<file path="src/hw/rtl/assert_macros.svh">
// ----------------------------------------------------------------------------
// Assertion macros
// Shorthand for concurrent assertions used across the RTL.
// ----------------------------------------------------------------------------
`ifndef ASSERT_MACROS_SVH
`define ASSERT_MACROS_SVH

// Checked at every rising edge outside reset.
`define GCRF_ASSERT_RST(lbl, clk, rst_n, prop, msg) \
	lbl: assert property (@(posedge clk) disable iff (!rst_n) (prop)) else $error(msg);

// Checked at every rising edge, reset included.
`define GCRF_ASSERT_ALWAYS(lbl, clk, prop, msg) \
	lbl: assert property (@(posedge clk) (prop)) else $error(msg);

`endif

</file>
<file path="src/hw/rtl/gcrf_div.sv">
// ----------------------------------------------------------------------------
// gcrf_div
// Restoring divider giving floor(num * 2^16 / den), one bit per cycle.
// ----------------------------------------------------------------------------
module gcrf_div #(
	parameter int unsigned CW = 29
) (
	input  logic          clk,
	input  logic          arst_n,
	input  logic          start,
	input  logic [CW-1:0] num,
	input  logic [CW-1:0] den,
	output logic          done,
	output logic [16:0]   quot
);
	localparam int unsigned NW = CW + 16;
	localparam int unsigned KW = $clog2(NW);

	logic [NW-1:0] num_q;
	logic [CW-1:0] den_q;
	logic [CW-1:0] rem_q;
	logic [16:0]   quot_q;
	logic [KW-1:0] cnt_q;
	logic          busy_q;
	logic          done_q;
	logic [CW:0]   trial;
	logic          take;

	// The remainder stays below the divisor, so the trial fits CW+1 bits.
	assign trial = {rem_q, num_q[NW-1]};
	assign take  = trial >= {1'b0, den_q};

	always_ff @(posedge clk or negedge arst_n) begin
		if (!arst_n) begin
			num_q  <= '0;
			den_q  <= '0;
			rem_q  <= '0;
			quot_q <= '0;
			cnt_q  <= '0;
			busy_q <= 1'b0;
			done_q <= 1'b0;
		end else begin
			done_q <= 1'b0;
			if (start) begin
				num_q  <= {num, 16'd0};
				den_q  <= den;
				rem_q  <= '0;
				quot_q <= '0;
				cnt_q  <= KW'(NW - 1);
				busy_q <= 1'b1;
			end else if (busy_q) begin
				rem_q  <= take ? CW'(trial - {1'b0, den_q}) : trial[CW-1:0];
				quot_q <= {quot_q[15:0], take};
				num_q  <= {num_q[NW-2:0], 1'b0};
				if (cnt_q == '0) begin
					busy_q <= 1'b0;
					done_q <= 1'b1;
				end else begin
					cnt_q <= cnt_q - 1'b1;
				end
			end
		end
	end

	assign done = done_q;
	assign quot = quot_q;

endmodule

</file>
<file path="config.mk">
export PLATFORM = sky130hd
export DESIGN_NAME = gcrf_div
export DESIGN_NICKNAME = d
export VERILOG_FILES = /design/src/hw/rtl/assert_macros.svh /design/src/hw/rtl/gcrf_div.sv
export SDC_FILE = /design/constraint.sdc
export NUM_CORES = 1
export LEC_CHECK = 0
export BUFFER_PORTS_ARGS = -buffer_cell sky130_fd_sc_hd__buf_4
export CORE_MARGIN = 4
export CORE_UTILIZATION = 53
export DETAILED_ROUTE_END_ITERATION = 8
export PLACE_DENSITY = 0.75
export SLEW_MARGIN = 20
export SYNTH_ARGS = -nofsm -noshare
export SYNTH_HDL_FRONTEND = slang
export SYNTH_SLANG_ARGS = --single-unit
</file>
<file path="constraint.sdc">
create_clock -name clk -period 4.5 [get_ports clk]
set_clock_uncertainty 0.2 [all_clocks]
set_input_delay 0.9 -clock clk [delete_from_list [all_inputs] [get_ports clk]]
set_output_delay 0.9 -clock clk [all_outputs]
set_load 0.01 [all_outputs]
</file>
==> results.ini <==
[final_layout]
syn_to_final_growth_pct = 14.9
final_common_cell = dfrtp_1
seqCellArea_mm2 = 0.00281
final_area_mm2 = 0.00759
fill_cells = 1087
drive_gt1_share_pct = 15.6
final_cell_mix = dfrtp_1 (111), nand2_1 (107), buf_4 (84), o21ai_0 (74), nor2_1 (60)
nets = 868
utilization_pct = 62.7
diodes = 0
multi_input_area_mm2 = 0.00349

[power_and_ir_drop]
p_total_mw = 3.69
power.density_mw_per_mm2 = 485
irDropWorstVdd_mv = 0.279
p_leak_nw = 3.85

[floorplan]
rows = 40
initial_core_util_pct = 54.6
ioPinCount = 79
die_x_um = 120
die-area_mm2 = 0.0143
dieHeight_um = 120
coreArea_mm2 = 0.0121

[sta]
setup_viol = 0
hold_ws_ps = 319
rsz0062_at_grt = no
hold_viol = 0
max_slew_margin_pct = 43.6
fin_crit_sh_pct = 85.6
worst-slew-pin-transition_ps = 847
fmax_ghz = 0.259
tns_ps = 0
period_needed_ps = 3850
finalMaxSlewViolations = 0

[clocking]
cts_buffer_depth = 2
clock_sinks = 112
clk_latency_ps = 360
cts_hold_buf = 0
root_buffer = clkbuf_16
htree_levels = 3
cts_resized = 0
cts.clk_slew.worst_paths_ps = 70
post_cts_buffers = 0
cts_tree = yes
cts_buffers = 9

[grt]
grt_pass1_vias = 5242
grt_max_degree = 99
gr-total-overflow = 0
grt_pass1_wl_mm = 24.2
antenna_found_initial = 0
grtUsageTotal_pct = 20.5

[synthesis]
synth_fp_nets = 814
ys.flop_type = dfrtp_1
synthArstFlopShare_pct = 100
synth-edff-count = 0
syn_inst = 721
synth_area_leader_cell = dfrtp_1
ys_types = 66
syn_area_per_cell_um2 = 9.16
yosysSeqAreaShare_pct = 42.4
synth_seq_cells = 112
synth_top_area_share_pct = 42.4
syn_area_mm2 = 0.00661
ys_warn_count = 0
synth_area_leaders = dfrtp_1 (42%), mux2i_1 (7.0%), nand2_1 (6.1%)

[drt]
routed_via_density = 5.60
drc_errors = 0
dr.pass1.iters = 5
ant_nets = 0
wire_per_inst_um = 14.9
routed_wirelength_mm = 14.1
num_vias = 5308
drt_iter0_drc = 269

[setup_path]
r2r-end = rem_q[26]
crit_start = num_q[44]
crit_required_ps = 4570
arrival_ps = 3920
rr_worst_depth = 12
critPathCaptureType = register
cp-start-kind = register
crit_type = reg -> reg
crit_path_max_fanout = 22
r2r-start = num_q[44]
rrSetupSlack_ps = 650

[run]
cap_viol_max_count = 0

[min_path]
hold_class = reg -> reg
holdPathEnd = cnt_q[5]
worstHoldStart = cnt_q[5]
hold_depth = 2

[place]
place_congestion = 0.920
postPlaceCellArea_mm2 = 0.00727
port_buffers = 78
post-dp-hpwl_mm = 9.99

[outcome]
outcome = finished, final reports clean

## layout make-up
| class | count | share of cell area, % |
|---|---|---|
| Multi-Input combinational cell | 531 | 45.9 |
| Sequential cell | 112 | 37.0 |
| Timing Repair Buffer | 84 | 8.31 |
| Clock buffer | 9 | 2.97 |
| Tap cell | 168 | 2.77 |
| Inverter | 37 | 1.83 |
| Clock inverter | 7 | 1.25 |
## sequential cells by signal, summed over array words and instances (netlist names)
signal and flops:
num_q 29, den_q 29, rem_q 29, busy_q 1
cnt_q 6, done 1, quot 17
## where the power goes
| group | internal (mW) | leakage (nW) | switching [mW] |
|---|---|---|---|
| registers | 1.15 | 1.42 | 0.104 |
| logic | 0.673 | 2.27 | 0.900 |
| clock network | 0.489 | 0.156 | 0.373 |
## cell usage after synthesis (all sizes together), types with 9 or more instances
master / number
a21oi: 32
a211oi: 10
nand3: 11
nor2: 61
o21a: 9
nand2: 108
mux2i: 46
o21ai: 75
nor3: 9
dfrtp: 112
xnor2: 18
a21o: 12
ha: 31
inv: 37
a311oi: 19
clkbuf: 34
nand2b: 10
## how the worst max path moves through the flow
stage / end / slack, ps / cells past startpoint
after detailed placement: rem_q[9] / 700 / 12
final: rem_q[26] / 650 / 12
after global routing: rem_q[9] / 360 / 12
after CTS: rem_q[26] / 640 / 12
after global placement: rem_q[26] / 870 / 12
after floorplan: rem_q[2] / 1280 / 13
## cell families after synthesis
| group | share of synthesized area, % |
|---|---|
| DFF | 42.4 |
| and+or+nand+nor | 16.1 |
| adders and majority gates | 6.17 |
| muxes | 7.14 |
| buffers and inverters | 4.83 |
| xor gates and xnor gates | 3.31 |
| AOI/OAI and AO/OA | 20.0 |
## metal layers
metal  global-route usage [%]  up-vias  routed length (um)
met4                     6.30        0                 201
li1                         -     2645                   -
met2                     33.3      138                6610
met5                        0        -                   0
met1                     27.5     2507                6530
met3                     4.62       18                 769
## per-stage QoR
step / worst slack (ps) / instances
after detailed placement: 700 / 932
after global routing: 358 / 948
after global placement: 868 / 932
after CTS: 645 / 948
after floorplan: 1280 / 721
final: 646 / 948
## critical path, stage by stage (launching register included)
cell and delay (ps):
dfrtp_1 400, inv_1 60, ha_1 160, inv_1 60
fa_1 440, a211oi_2 280, o21ai_1 220, a2111oi_4 440
nor4_4 110, o31ai_2 510, nand2_2 430, mux2i_1 230
a211oi_1 240
No activity file was read; power rests on OpenSTA's default activity.
